**src/design/ese_pkg.sv**
```systemverilog
// Shared widths, constants and register indexes of the encoder speed estimator.
`default_nettype none

package ese_pkg;

   // Field widths of the sample word.
   localparam int COUNT_BITS = 16;
   localparam int TIME_BITS  = 32;

   // Field widths of the result word.
   localparam int SPEED_BITS = 40;
   localparam int POS_BITS   = 32;

   // Configuration port.
   localparam int CSR_DATA_BITS  = 16;
   localparam int CSR_INDEX_BITS = 1;
   localparam logic [CSR_INDEX_BITS-1:0] CSR_COUNTER_TOP    = 1'd0;
   localparam logic [CSR_INDEX_BITS-1:0] CSR_PULSES_PER_REV = 1'd1;

   // Input operation codes.
   localparam logic OP_SAMPLE = 1'b0;
   localparam logic OP_CLEAR  = 1'b1;

   // Counter modulus is counter_top + 1, one bit wider than the register.
   localparam int MOD_BITS = CSR_DATA_BITS + 1;

   // 60 s/min * 1000 ms/s * 256 for the eight fractional bits.
   localparam int SCALE_BITS = 24;
   localparam logic [SCALE_BITS-1:0] SPEED_SCALE = 24'd15360000;

   // Divider operand widths: scale * magnitude over pulses_per_rev * dt.
   localparam int NUM_BITS = SCALE_BITS + MOD_BITS;
   localparam int DEN_BITS = CSR_DATA_BITS + TIME_BITS;

endpackage : ese_pkg

`default_nettype wire

```
**src/design/ese_req_if.sv**
```systemverilog
// Sample channel between a source and the speed estimator.
`default_nettype none

interface ese_req_if;
   import ese_pkg::*;

   logic                  valid;
   logic                  ready;
   logic                  op;
   logic [COUNT_BITS-1:0] counter_sample;
   logic [TIME_BITS-1:0]  time_ms;

   modport source (output valid, output op, output counter_sample, output time_ms,
                   input ready);
   modport sink   (input valid, input op, input counter_sample, input time_ms,
                   output ready);
endinterface : ese_req_if

`default_nettype wire

```
**src/design/ese_rsp_if.sv**
```systemverilog
// Result channel from the speed estimator to its consumer.
`default_nettype none

interface ese_rsp_if;
   import ese_pkg::*;

   logic                         valid;
   logic                         ready;
   logic signed [SPEED_BITS-1:0] speed_rpm_q8;
   logic signed [POS_BITS-1:0]   position_counts;
   logic                         interval_zero;

   modport source (output valid, output speed_rpm_q8, output position_counts,
                   output interval_zero, input ready);
   modport sink   (input valid, input speed_rpm_q8, input position_counts,
                   input interval_zero, output ready);
endinterface : ese_rsp_if

`default_nettype wire

```
**src/design/ese_divider.sv**
```systemverilog
// Radix-2 restoring divider, one quotient bit per cycle.
`default_nettype none

module ese_divider (
   input  wire logic                         clock,
   input  wire logic                         reset,
   input  wire logic                         start,
   input  wire logic [ese_pkg::NUM_BITS-1:0] dividend,
   input  wire logic [ese_pkg::DEN_BITS-1:0] divisor,
   output logic      [ese_pkg::NUM_BITS-1:0] quotient,
   output logic      [ese_pkg::DEN_BITS-1:0] remainder,
   output logic                              done
);
   import ese_pkg::*;

   localparam int CNT_BITS = $clog2(NUM_BITS);

   logic [NUM_BITS-1:0] quo_ff, quo_in;
   logic [DEN_BITS-1:0] rem_ff, rem_in;
   logic [DEN_BITS-1:0] div_ff, div_in;
   logic [CNT_BITS-1:0] cnt_ff, cnt_in;
   logic                busy_ff, busy_in;
   logic                done_ff, done_in;
   logic [DEN_BITS:0]   trial;
   logic                fits;

   // Shift the next dividend bit into the partial remainder and try a subtract.
   assign trial = {rem_ff, quo_ff[NUM_BITS-1]};
   assign fits  = trial >= {1'b0, div_ff};

   always_comb begin
      quo_in  = quo_ff;
      rem_in  = rem_ff;
      div_in  = div_ff;
      cnt_in  = cnt_ff;
      busy_in = busy_ff;
      done_in = 1'b0;
      if (start) begin
         quo_in  = dividend;
         rem_in  = '0;
         div_in  = divisor;
         cnt_in  = CNT_BITS'(NUM_BITS - 1);
         busy_in = 1'b1;
      end else if (busy_ff) begin
         rem_in = fits ? DEN_BITS'(trial - {1'b0, div_ff}) : DEN_BITS'(trial);
         quo_in = {quo_ff[NUM_BITS-2:0], fits};
         cnt_in = cnt_ff - 1'b1;
         if (cnt_ff == '0) begin
            busy_in = 1'b0;
            done_in = 1'b1;
         end
      end
   end

   always_ff @(posedge clock) begin
      if (reset) begin
         busy_ff <= 1'b0;
         done_ff <= 1'b0;
      end else begin
         busy_ff <= busy_in;
         done_ff <= done_in;
      end
      quo_ff <= quo_in;
      rem_ff <= rem_in;
      div_ff <= div_in;
      cnt_ff <= cnt_in;
   end

   assign quotient  = quo_ff;
   assign remainder = rem_ff;
   assign done      = done_ff;

endmodule : ese_divider

`default_nettype wire

```
**src/design/encoder_speed_estimator.sv**
```systemverilog
// Top level of the quadrature encoder speed estimator (M method).
// A speed sample runs through the reductions, the difference, the scaling products and the
// 41 steps of the shared one-bit-per-cycle divider; each reading above counter_top adds a divider pass.
// Clear words, first samples and zero-interval samples go from idle straight to the result stage.
// Throughput: one word at a time; the next is taken once the result is in the output register.
// Synchronous reset restores the register defaults.
`default_nettype none

module encoder_speed_estimator (
   input  wire logic                              clock,
   input  wire logic                              reset,
   ese_req_if.sink                                req_bus,
   ese_rsp_if.source                              rsp_bus,
   input  wire logic                              csr_write,
   input  wire logic [ese_pkg::CSR_INDEX_BITS-1:0] csr_index,
   input  wire logic [ese_pkg::CSR_DATA_BITS-1:0]  csr_data
);
   import ese_pkg::*;

   // The sequencer walks through the reductions, the difference, the two scaling
   // products and the quotient. Only the divider is shared; it serves the modulo
   // reduction of an out-of-range reading as well as the final speed division.
   typedef enum logic [9:0] {
      ST_IDLE  = 10'b0000000001,
      ST_REDC  = 10'b0000000010,
      ST_WAITC = 10'b0000000100,
      ST_REDP  = 10'b0000001000,
      ST_WAITP = 10'b0000010000,
      ST_DIFF  = 10'b0000100000,
      ST_MUL   = 10'b0001000000,
      ST_DIV   = 10'b0010000000,
      ST_WAITQ = 10'b0100000000,
      ST_DONE  = 10'b1000000000
   } state_type;

   state_type state_ff, state_in;

   // Configuration registers.
   logic [CSR_DATA_BITS-1:0] top_ff, top_in;
   logic [CSR_DATA_BITS-1:0] ppr_ff, ppr_in;

   // Architectural state.
   logic [COUNT_BITS-1:0] prev_count_ff, prev_count_in;
   logic [TIME_BITS-1:0]  prev_time_ff, prev_time_in;
   logic                  first_ff, first_in;
   logic [POS_BITS-1:0]   pos_ff, pos_in;

   // Working registers of the word in flight.
   logic [COUNT_BITS-1:0] cur_ff, cur_in;
   logic [TIME_BITS-1:0]  now_ff, now_in;
   logic [TIME_BITS-1:0]  dt_ff, dt_in;
   logic [MOD_BITS-1:0]   cr_ff, cr_in;
   logic [MOD_BITS-1:0]   pr_ff, pr_in;
   logic [MOD_BITS-1:0]   mag_ff, mag_in;
   logic                  neg_ff, neg_in;
   logic [NUM_BITS-1:0]   num_ff, num_in;
   logic [DEN_BITS-1:0]   den_ff, den_in;

   // Result staging and the output register.
   logic [SPEED_BITS-1:0] res_speed_ff, res_speed_in;
   logic [POS_BITS-1:0]   res_pos_ff, res_pos_in;
   logic                  res_iz_ff, res_iz_in;
   logic                  rsp_valid_ff, rsp_valid_in;
   logic [SPEED_BITS-1:0] rsp_speed_ff, rsp_speed_in;
   logic [POS_BITS-1:0]   rsp_pos_ff, rsp_pos_in;
   logic                  rsp_iz_ff, rsp_iz_in;

   // Divider hookup.
   logic                div_start;
   logic [NUM_BITS-1:0] div_dividend;
   logic [DEN_BITS-1:0] div_divisor;
   logic [NUM_BITS-1:0] div_quotient;
   logic [DEN_BITS-1:0] div_remainder;
   logic                div_done;

   // Helpers.
   logic                  req_take;
   logic [TIME_BITS-1:0]  dt_now;
   logic [MOD_BITS-1:0]   modulus;
   logic [MOD_BITS-1:0]   half;
   logic [MOD_BITS:0]     diff_raw;
   logic [MOD_BITS-1:0]   diff;
   logic                  diff_neg;
   logic [MOD_BITS-1:0]   diff_mag;
   logic                  cur_above;
   logic                  prev_above;
   logic [CSR_DATA_BITS-1:0] ppr_eff;
   logic                  out_free;

   assign req_take   = req_bus.valid && req_bus.ready;
   assign dt_now     = req_bus.time_ms - prev_time_ff;
   assign modulus    = {1'b0, top_ff} + 1'b1;
   assign half       = MOD_BITS'(top_ff >> 1);
   assign cur_above  = NUM_BITS'(cur_ff) > NUM_BITS'(top_ff);
   assign prev_above = NUM_BITS'(prev_count_ff) > NUM_BITS'(top_ff);
   assign ppr_eff    = (ppr_ff == '0) ? CSR_DATA_BITS'(1) : ppr_ff;
   assign out_free   = !rsp_valid_ff || rsp_bus.ready;

   // Both reduced readings are below the modulus, so one conditional wrap
   // gives the forward difference. It counts forward up to half the top value.
   assign diff_raw = (cr_ff >= pr_ff) ? ({1'b0, cr_ff} - {1'b0, pr_ff})
                                      : ({1'b0, cr_ff} + {1'b0, modulus} - {1'b0, pr_ff});
   assign diff     = MOD_BITS'(diff_raw);
   assign diff_neg = diff > half;
   assign diff_mag = diff_neg ? (modulus - diff) : diff;

   // The divider sees the reading under reduction or the speed fraction.
   always_comb begin
      div_start    = 1'b0;
      div_dividend = num_ff;
      div_divisor  = den_ff;
      case (state_ff)
         ST_REDC: begin
            div_start    = cur_above;
            div_dividend = NUM_BITS'(cur_ff);
            div_divisor  = DEN_BITS'(modulus);
         end
         ST_REDP: begin
            div_start    = prev_above;
            div_dividend = NUM_BITS'(prev_count_ff);
            div_divisor  = DEN_BITS'(modulus);
         end
         ST_DIV: begin
            div_start = 1'b1;
         end
         default: begin
            div_start = 1'b0;
         end
      endcase
   end

   ese_divider u_divider (
      .clock     (clock),
      .reset     (reset),
      .start     (div_start),
      .dividend  (div_dividend),
      .divisor   (div_divisor),
      .quotient  (div_quotient),
      .remainder (div_remainder),
      .done      (div_done)
   );

   always_comb begin
      state_in      = state_ff;
      top_in        = top_ff;
      ppr_in        = ppr_ff;
      prev_count_in = prev_count_ff;
      prev_time_in  = prev_time_ff;
      first_in      = first_ff;
      pos_in        = pos_ff;
      cur_in        = cur_ff;
      now_in        = now_ff;
      dt_in         = dt_ff;
      cr_in         = cr_ff;
      pr_in         = pr_ff;
      mag_in        = mag_ff;
      neg_in        = neg_ff;
      num_in        = num_ff;
      den_in        = den_ff;
      res_speed_in  = res_speed_ff;
      res_pos_in    = res_pos_ff;
      res_iz_in     = res_iz_ff;
      rsp_valid_in  = rsp_valid_ff;
      rsp_speed_in  = rsp_speed_ff;
      rsp_pos_in    = rsp_pos_ff;
      rsp_iz_in     = rsp_iz_ff;

      // The user must write configuration only while the block is idle; the block itself does not enforce it.
      if (csr_write) begin
         case (csr_index)
            CSR_COUNTER_TOP:    top_in = csr_data;
            CSR_PULSES_PER_REV: ppr_in = csr_data;
            default: begin
            end
         endcase
      end

      // A result word leaves as soon as the consumer takes it.
      if (rsp_valid_ff && rsp_bus.ready) begin
         rsp_valid_in = 1'b0;
      end

      case (state_ff)
         ST_IDLE: begin
            if (req_take) begin
               res_speed_in = '0;
               res_iz_in    = 1'b0;
               state_in     = ST_DONE;
               if (req_bus.op == OP_CLEAR) begin
                  // Clear: position and stored count go to zero, the time is kept.
                  pos_in        = '0;
                  prev_count_in = '0;
                  first_in      = 1'b1;
                  res_pos_in    = '0;
               end else if (dt_now == '0) begin
                  // Same timestamp as the stored one: flag it and change nothing.
                  res_iz_in  = 1'b1;
                  res_pos_in = pos_ff;
               end else if (first_ff) begin
                  // First sample after reset or a clear only stores the reading and its time.
                  first_in      = 1'b0;
                  prev_count_in = req_bus.counter_sample;
                  prev_time_in  = req_bus.time_ms;
                  res_pos_in    = pos_ff;
               end else begin
                  cur_in   = req_bus.counter_sample;
                  now_in   = req_bus.time_ms;
                  dt_in    = dt_now;
                  state_in = ST_REDC;
               end
            end
         end
         ST_REDC: begin
            if (cur_above) begin
               state_in = ST_WAITC;
            end else begin
               cr_in    = MOD_BITS'(cur_ff);
               state_in = ST_REDP;
            end
         end
         ST_WAITC: begin
            if (div_done) begin
               cr_in    = div_remainder[MOD_BITS-1:0];
               state_in = ST_REDP;
            end
         end
         ST_REDP: begin
            if (prev_above) begin
               state_in = ST_WAITP;
            end else begin
               pr_in    = MOD_BITS'(prev_count_ff);
               state_in = ST_DIFF;
            end
         end
         ST_WAITP: begin
            if (div_done) begin
               pr_in    = div_remainder[MOD_BITS-1:0];
               state_in = ST_DIFF;
            end
         end
         ST_DIFF: begin
            // Signed count change goes into the position; the sample becomes the
            // new reference.
            mag_in        = diff_mag;
            neg_in        = diff_neg;
            pos_in        = diff_neg ? (pos_ff - POS_BITS'(diff_mag))
                                     : (pos_ff + POS_BITS'(diff_mag));
            res_pos_in    = diff_neg ? (pos_ff - POS_BITS'(diff_mag))
                                     : (pos_ff + POS_BITS'(diff_mag));
            prev_count_in = cur_ff;
            prev_time_in  = now_ff;
            state_in      = ST_MUL;
         end
         ST_MUL: begin
            num_in   = NUM_BITS'(SPEED_SCALE * mag_ff);
            den_in   = DEN_BITS'(ppr_eff * dt_ff);
            state_in = ST_DIV;
         end
         ST_DIV: begin
            state_in = ST_WAITQ;
         end
         ST_WAITQ: begin
            if (div_done) begin
               // The quotient is a magnitude; the direction sets the sign.
               res_speed_in = neg_ff ? SPEED_BITS'(~div_quotient + 1'b1)
                                     : SPEED_BITS'(div_quotient);
               state_in     = ST_DONE;
            end
         end
         ST_DONE: begin
            if (out_free) begin
               rsp_valid_in = 1'b1;
               rsp_speed_in = res_speed_ff;
               rsp_pos_in   = res_pos_ff;
               rsp_iz_in    = res_iz_ff;
               state_in     = ST_IDLE;
            end
         end
         default: begin
            state_in = ST_IDLE;
         end
      endcase
   end

   always_ff @(posedge clock) begin
      if (reset) begin
         state_ff      <= ST_IDLE;
         top_ff        <= 16'hFFFF;
         ppr_ff        <= 16'd1024;
         prev_count_ff <= '0;
         prev_time_ff  <= '0;
         first_ff      <= 1'b1;
         pos_ff        <= '0;
         rsp_valid_ff  <= 1'b0;
      end else begin
         state_ff      <= state_in;
         top_ff        <= top_in;
         ppr_ff        <= ppr_in;
         prev_count_ff <= prev_count_in;
         prev_time_ff  <= prev_time_in;
         first_ff      <= first_in;
         pos_ff        <= pos_in;
         rsp_valid_ff  <= rsp_valid_in;
      end
      cur_ff       <= cur_in;
      now_ff       <= now_in;
      dt_ff        <= dt_in;
      cr_ff        <= cr_in;
      pr_ff        <= pr_in;
      mag_ff       <= mag_in;
      neg_ff       <= neg_in;
      num_ff       <= num_in;
      den_ff       <= den_in;
      res_speed_ff <= res_speed_in;
      res_pos_ff   <= res_pos_in;
      res_iz_ff    <= res_iz_in;
      rsp_speed_ff <= rsp_speed_in;
      rsp_pos_ff   <= rsp_pos_in;
      rsp_iz_ff    <= rsp_iz_in;
   end

   // A new word is taken whenever the sequencer is idle, even while the last
   // result still waits in the output register.
   assign req_bus.ready           = (state_ff == ST_IDLE);
   assign rsp_bus.valid           = rsp_valid_ff;
   assign rsp_bus.speed_rpm_q8    = rsp_speed_ff;
   assign rsp_bus.position_counts = rsp_pos_ff;
   assign rsp_bus.interval_zero   = rsp_iz_ff;

endmodule : encoder_speed_estimator

`default_nettype wire

```
**src/flat_wrapper.sv**
```systemverilog
// flat-port wrapper written by rule: the top's interface ports become plain ports
module encoder_speed_estimator_flat import ese_pkg::*;
  (clock, reset, csr_write, csr_index, csr_data, req_bus_valid, req_bus_op, req_bus_counter_sample, req_bus_time_ms, req_bus_ready, rsp_bus_valid, rsp_bus_speed_rpm_q8, rsp_bus_position_counts, rsp_bus_interval_zero, rsp_bus_ready);
  ese_req_if req_bus_i ();
  ese_rsp_if rsp_bus_i ();
  input  wire logic clock;
  input  wire logic reset;
  input  wire logic csr_write;
  input  wire logic [ese_pkg::CSR_INDEX_BITS-1:0] csr_index;
  input  wire logic [ese_pkg::CSR_DATA_BITS-1:0] csr_data;
  input wire logic [$bits(req_bus_i.valid)-1:0] req_bus_valid;
  input wire logic [$bits(req_bus_i.op)-1:0] req_bus_op;
  input wire logic [$bits(req_bus_i.counter_sample)-1:0] req_bus_counter_sample;
  input wire logic [$bits(req_bus_i.time_ms)-1:0] req_bus_time_ms;
  output wire logic [$bits(req_bus_i.ready)-1:0] req_bus_ready;
  output wire logic [$bits(rsp_bus_i.valid)-1:0] rsp_bus_valid;
  output wire logic [$bits(rsp_bus_i.speed_rpm_q8)-1:0] rsp_bus_speed_rpm_q8;
  output wire logic [$bits(rsp_bus_i.position_counts)-1:0] rsp_bus_position_counts;
  output wire logic [$bits(rsp_bus_i.interval_zero)-1:0] rsp_bus_interval_zero;
  input wire logic [$bits(rsp_bus_i.ready)-1:0] rsp_bus_ready;
  assign req_bus_i.valid = req_bus_valid;
  assign req_bus_i.op = req_bus_op;
  assign req_bus_i.counter_sample = req_bus_counter_sample;
  assign req_bus_i.time_ms = req_bus_time_ms;
  assign req_bus_ready = req_bus_i.ready;
  assign rsp_bus_valid = rsp_bus_i.valid;
  assign rsp_bus_speed_rpm_q8 = rsp_bus_i.speed_rpm_q8;
  assign rsp_bus_position_counts = rsp_bus_i.position_counts;
  assign rsp_bus_interval_zero = rsp_bus_i.interval_zero;
  assign rsp_bus_i.ready = rsp_bus_ready;
  encoder_speed_estimator u_core (.clock(clock), .reset(reset), .req_bus(req_bus_i), .rsp_bus(rsp_bus_i), .csr_write(csr_write), .csr_index(csr_index), .csr_data(csr_data));
endmodule
```
**config.mk**
```make
export PLATFORM = sky130hd
export DESIGN_NAME = encoder_speed_estimator_flat
export DESIGN_NICKNAME = d
export VERILOG_FILES = /design/src/design/ese_pkg.sv /design/src/design/ese_req_if.sv /design/src/design/ese_rsp_if.sv /design/src/design/ese_divider.sv /design/src/design/encoder_speed_estimator.sv /design/src/flat_wrapper.sv
export SDC_FILE = /design/constraint.sdc
export NUM_CORES = 2
export LEC_CHECK = 0
export BUFFER_PORTS_ARGS = -buffer_cell sky130_fd_sc_hd__buf_4
export CORE_ASPECT_RATIO = 1.5
export CORE_MARGIN = 3
export CORE_UTILIZATION = 45
export DETAILED_ROUTE_END_ITERATION = 10
export GPL_TIMING_DRIVEN = 0
export HOLD_SLACK_MARGIN = 0.02
export MAX_ROUTING_LAYER = met4
export SLEW_MARGIN = 20
export SYNTH_ARGS = -nofsm -noshare
export SYNTH_HDL_FRONTEND = slang
export SYNTH_SLANG_ARGS = --single-unit
```
**constraint.sdc**
```tcl
create_clock -name clock -period 9.88 [get_ports clock]
set_input_delay 0.988 -clock clock [delete_from_list [all_inputs] [get_ports clock]]
set_output_delay 0.988 -clock clock [all_outputs]
set_load 0.005 [all_outputs]
```
# Word-level counts from Yosys, hierarchy flattened

Cells that the tools add are included.

Bits in registers: 623
Bits in latches: 0
RAM bits: 0
ROM bits: 0
Memories kept: 0

Add/sub/neg operators: 11
$mul: 2
Div/mod/pow operators: 0
Magnitude comparators: 5
Equal/unequal tests: 25
Shifts and indexed selects: 0
Muxes and demuxes: 58
Bitwise logic cells: 6
Reduce and logical (&&, ||, !) cells: 28

Operator list:

| kind                  | count |
|---|---|
| $mux 32               | 11 |
| $pmux 32 s2           | 3 |
| $mux 40               | 3 |
| $mux 17               | 6 |
| $pmux 10 s10          | 1 |
| $mux 41               | 2 |
| $pmux 41 s2           | 1 |
| $mux 10               | 8 |
| $mux 16               | 5 |
| $pmux 40 s2           | 1 |
| $pmux 17 s2           | 2 |
| $sub 17x17->17        | 3 |
| $ge 49x48->1          | 1 |
| $mul 16x32->48        | 1 |
| $mux 48               | 1 |
| $sub 48x48->48        | 1 |
| $add 40x1->40 const B | 1 |
| $not 40->40           | 1 |
| $add 32x17->32        | 1 |
| $gt 16x16->1          | 2 |
| $logic_not 32->1      | 1 |
| $pmux 16 s2           | 1 |
| $sub 32x17->32        | 1 |
| $sub 32x32->32        | 1 |
| other kinds (37)      | 76 |

# Logic depth before layout (Yosys ltp)

Word-level depth: 9
Depth in mapped cells: 38
Mapped depth without buffers: 38

# Modules after synthesis

A second synthesis with hierarchy kept.

Cells, all modules: 5,552
Area total of the unflattened synthesis: 54,093.1 um^2

Modules (own cells, without submodules):

| module                  | instances | cells each | area each (um^2) | sequential area each (um^2) |
|---|---|---|---|---|
| encoder_speed_estimator | 1         | 4,664      | 45,331.0         | 13,112.6 |
| ese_divider             | 1         | 888        | 8,762.2          | 3,793.6 |

# Least setup slack after synthesis

Ideal clock, no wire load.

Path kind: register to register
Start point: register u_core.top_ff[2]
End point: register u_core.pos_ff[31]
Library setup time: 64 ps
Data arrival time: 8,003 ps
Data required time: 9,816 ps
Setup slack: 1,812 ps
Stages on the path, launching flop included: 36
Period minus slack after synthesis: 8,068 ps
Cells stage by stage: dfxtp_1 and3_1 and3_1 nand3_1 xnor2_1 fa_1 ha_1 a2111oi_0 o21a_1 o31ai_1 a31oi_1 o21bai_1 a21oi_1 xnor2_1 mux2i_1 inv_1 ha_1 nand4_1 nor2_1 a2111oi_0 a31oi_1 o32ai_2 clkbuf_1 nor2_1 xor2_1 ha_1 o21a_1 a2111oi_0 o311ai_1 nor3_1 o31ai_1 nand2_1 o21ai_0 o41ai_2 or4b_1 nand4_1

Longest elaborated chain between the ends: 9
Elaborated cells between the ends (all ways): 11
Classes of those cells: add/sub (6); order compare (1); mux (4)

RTL lines:

| element                                          | line                                                           | text |
|---|---|---|
| start: declaration                               | encoder_speed_estimator.sv:39                                  | `logic [CSR_DATA_BITS-1:0] top_ff, top_in;` |
| start signal: assignment                         | encoder_speed_estimator.sv:297                                 | `top_ff <= top_in;` |
| $add 16x1->17                                    | encoder_speed_estimator.sv:92                                  | `assign modulus = {1'b0, top_ff} + 1'b1;` |
| $add 17x17->17                                   | encoder_speed_estimator.sv:102                                 | `: ({1'b0, cr_ff} + {1'b0, modulus} - {1'b0, pr_ff});` |
| $sub 17x17->17                                   | encoder_speed_estimator.sv:102                                 |  |
| $mux 17                                          | encoder_speed_estimator.sv:101                                 | `assign diff_raw = (cr_ff >= pr_ff) ? ({1'b0, cr_ff} - {1'b0, pr_ff})` |
| $sub 17x17->17 or $gt 17x15->1 (tied branches)   | encoder_speed_estimator.sv:105, encoder_speed_estimator.sv:104 |  |
| $mux 17                                          | encoder_speed_estimator.sv:105                                 | `assign diff_mag = diff_neg ? (modulus - diff) : diff;` |
| $add 32x17->32 or $sub 32x17->32 (tied branches) | encoder_speed_estimator.sv:247, encoder_speed_estimator.sv:246 |  |
| $mux 32 *                                        | encoder_speed_estimator.sv:246                                 | `pos_in = diff_neg ? (pos_ff - POS_BITS'(diff_mag))` |
| $pmux 32 s2 *                                    | encoder_speed_estimator.sv:183                                 | `case (state_ff)` |
| end signal: assignment                           | encoder_speed_estimator.sv:302                                 | `pos_ff <= pos_in;` |
| end: declaration                                 | encoder_speed_estimator.sv:46                                  | `logic [POS_BITS-1:0] pos_ff, pos_in;` |

Mark *: on every way between the ends. The rest lies on a longest branch, timed or not.
A chain may end at the register's enable or synchronous reset.

# Worst setup path in the final report

Start point: register u_core.top_ff[2]
End point: register u_core.res_pos_ff[31] (data pin)

Longest elaborated chain between the ends: 9
Elaborated cells between the ends (all ways): 11
Classes of those cells: add/sub (6); order compare (1); mux (4)

RTL lines:

| element                                          | line                                                           | text |
|---|---|---|
| $add 16x1->17                                    | encoder_speed_estimator.sv:92                                  |  |
| $add 17x17->17                                   | encoder_speed_estimator.sv:102                                 |  |
| $sub 17x17->17                                   | encoder_speed_estimator.sv:102                                 |  |
| $mux 17                                          | encoder_speed_estimator.sv:101                                 |  |
| $sub 17x17->17 or $gt 17x15->1 (tied branches)   | encoder_speed_estimator.sv:105, encoder_speed_estimator.sv:104 |  |
| $mux 17                                          | encoder_speed_estimator.sv:105                                 |  |
| $add 32x17->32 or $sub 32x17->32 (tied branches) | encoder_speed_estimator.sv:249, encoder_speed_estimator.sv:248 |  |
| $mux 32 *                                        | encoder_speed_estimator.sv:248                                 | `res_pos_in = diff_neg ? (pos_ff - POS_BITS'(diff_mag))` |
| $pmux 32 s2 *                                    | encoder_speed_estimator.sv:183                                 |  |
| net u_core.res_pos_in[31]                        | encoder_speed_estimator.sv:61                                  | `logic [POS_BITS-1:0] res_pos_ff, res_pos_in;` |
| end signal: assignment                           | encoder_speed_estimator.sv:315                                 | `res_pos_ff <= res_pos_in;` |
| end: declaration                                 | encoder_speed_estimator.sv:61                                  |  |

The timed path passes the listed nets; every way through them passes the cells marked *.

==> metrics <==
status completed; Layout Cells excl Fill 7516; Crit-path slowest cell o311ai_2; drt wl/cell about 23 um; Critical Path Source Type flip-flop; Synthesis Warnings 0; Clock Latency Late Sink roughly 0.66 ns; Clock Skew between 0.02 and 0.03 ns; Clock Path Buffers 3; Hold Path Class reg -> reg; Worst Path Arrival about 9.8 ns; commonest non-fill, non-tap cell in the layout nand2_1; critical path's most frequent cell ha_1; Area Growth Syn to Fin 11.0%; placed instance count ~7400; Die Footprint roughly 130000 sq um; io pins about 150; syn nets roughly 6600; Post-Synthesis Cells 5645; Num CTS Buffers 66; GR Layer Usage met2 0.495; Synth async-reset ratio 0; RSZ-0062 raised after global routing yes; initial antenna violation count 2; CP max FO 10; Hold Buf Count CTS 0; busiest grt layer met2; Global Route Usage Sum 0.282; Power Dens Cells 161 nW/um^2; final setup fails 0; register area share after synthesis 0.309; # rows roughly 160; Worst Path Required around 10 ns; H-Tree Depth 3; share of cells above drive strength 1 0.0796; Synth area leader edfxtp_1; met1 Usage GRT 0.301; Top FF cell, synth edfxtp_1; routed vias/inst about 5.6; Yosys reg bits 623; Critical Path End Type flip-flop; top post-synthesis cells by area edfxtp_1 24%, fa_1 19%, ha_1 9.4%; CTS tree done; P_leak 0.0266 uW; final instance area 60600 sq um; Slew Limit Fails 0; Synth Area per Inst around 9.7 sq um; final hold violations 0; DP Area 58100 sq um; Initial Util 0.453; slew at the pin with the worst max-slew slack 1.10 ns; final critical-path required period 9.43 ns; final net count approximately 6900; die width between 200 and 300 um; clock-pin slew on the worst setup and hold paths roughly 0.07 ns; most frequent cells in the layout 816 x nand2_1, 679 x inv_1, 505 x fa_1; total detailed-routing wirelength roughly 170000 um; pin count of the biggest net entering global routing 49; FMAX roughly 110 MHz; die outline height 433 um; M3 GR Usage 0.0328; Yosys cell types 93; final worst path period share 0.955; dpl hpwl approximately 140000 um; Max-Cap Viols 0; CP Class reg -> reg; number of synthesized flops with an enable pin 443; first-pass GRT wire length 263000 um; Filler cells 11400; via count around 42000; worst ir drop on vdd about 0.13 mV; DR DRC count 0; I/O Buffers 145; core area between 100000 and 150000 sq um; GPL Wtd Cong 0.982; Synth Cell Area around 55000 sq um; Synth top area share 0.243; Root Driver clkbuf_16; post-layout util 0.503; vias in the first global route between 40000 and 50000; clk sink count 623; grt ovf 0; max incr delay on CP 0.52 ns; drt initial violations roughly 2600; DR pass1 iterations 6; DRT antenna net count 0; Relative slew margins 0.262
-- power breakdown --
group          internal (uW)  leakage, uW  switching, uW
Sequential              3050      0.00555           97.9
Combinational           1540       0.0199           2390
Clock                   1520      0.00111           1140
-- worst max-delay path, delay by kind of cell, from the launching register on --
family                   cells  cell delay (ns)
multiplexers                 2             0.44
flip-flops                   1             0.41
buffers and inverters        4             0.80
AND/OR/NAND/NOR              8             1.30
AO/OA/AOI/OAI               17             4.07
XOR/XNOR                     2             0.49
adder cells (fa/ha/maj)      4             1.60
-- logic make-up (layout without fill, tap and decap cells) --
family	after synthesis	count (layout)	share of synthesized area
XOR/XNOR	237	237	0.0380
AND/OR/NAND/NOR	1798	1798	0.155
flip-flops	623	623	0.309
buffers and inverters	916	1203	0.0639
other	0	3	0
adder cells (fa/ha/maj)	916	916	0.279
multiplexers	119	119	0.0266
AO/OA/AOI/OAI	1036	1037	0.128
-- worst paths after layout --
check	start	to	slack [ns]	cells after the start
setup / recovery	u_core.top_ff[2]	u_core.res_pos_ff[31]	0.45	37
hold / removal	u_core.res_pos_ff[11]	u_core.rsp_bus.position_counts[11]	0.42	0
setup reg to reg	u_core.top_ff[2]	u_core.res_pos_ff[31]	0.45	37
hold reg to reg	u_core.res_pos_ff[11]	u_core.rsp_bus.position_counts[11]	0.42	0
-- cells in the mapped netlist, drive strengths merged, types with 136 or more instances --
library cell  number
a21o             143
edfxtp           443
fa               505
xnor2            136
inv              683
a21oi            294
ha               411
o21ai            153
nand2            816
nor2             312
dfxtp            180
clkbuf           209
and2             209
-- timing repair --
| action | in CTS | in global routing |
|---|---|---|
| pin swaps | 1 | 5 |
| setup buffers | 2 | 4 |
| endpoints found under the setup margin | 27 | 18 |
| gates cloned | 0 | 1 |
| gates resized for setup | 19 | 21 |
-- through the flow --
stage / hold WS (ns) / setup slack, ns / total power, uW / TNS (ns)
after floorplan: 0.400 / 1.81 / 5870 / 0
after global placement: 0.401 / -1.06 / 6980 / -68.35
after detailed placement: 0.405 / -1.12 / 7050 / -10.02
after CTS: 0.419 / 0.150 / 9760 / 0
after global routing: 0.425 / -0.0136 / 10300 / -0.0136
final: 0.417 / 0.448 / 9750 / 0
-- registers in the layout, summed over array words and instances, names as in the netlist, 17 cells and up --
name                            count
u_core.cr_ff                       17
u_core.den_ff                      48
u_core.dt_ff                       32
u_core.mag_ff                      17
u_core.now_ff                      32
u_core.num_ff                      28
u_core.pos_ff                      32
u_core.pr_ff                       17
u_core.prev_time_ff                32
u_core.res_pos_ff                  32
u_core.res_speed_ff                40
u_core.rsp_bus.position_counts     32
u_core.rsp_bus.speed_rpm_q8        40
u_core.u_divider.div_ff            48
u_core.u_divider.quotient          41
u_core.u_divider.remainder         48
-- routing by layer --
| metal | vias to the layer above | wire, um |
|---|---|---|
| met5 | - | 0 |
| met4 | 0 | 13700 |
| met3 | 484 | 7410 |
| met1 | 20800 | 63100 |
| met2 | 1228 | 87100 |
| li1 | 19600 | - |
-- area by class of cell --
| cell class | instances | area [sq um] | share of cell area |
|---|---|---|---|
| multi-input cells | 4107 | 34500 | 0.569 |
| flip-flops and latches | 623 | 16900 | 0.279 |
| inverters | 683 | 2570 | 0.0423 |
| well taps | 1580 | 1980 | 0.0326 |
| clock buffers | 78 | 1790 | 0.0295 |
| repair buffers | 168 | 1450 | 0.0239 |
| plain buffers | 232 | 935 | 0.0154 |
| clock inverters | 42 | 489 | 0.00807 |
| diodes | 3 | 7.51 | 0.000124 |
Note: power is estimated with default switching activity, not from simulation.
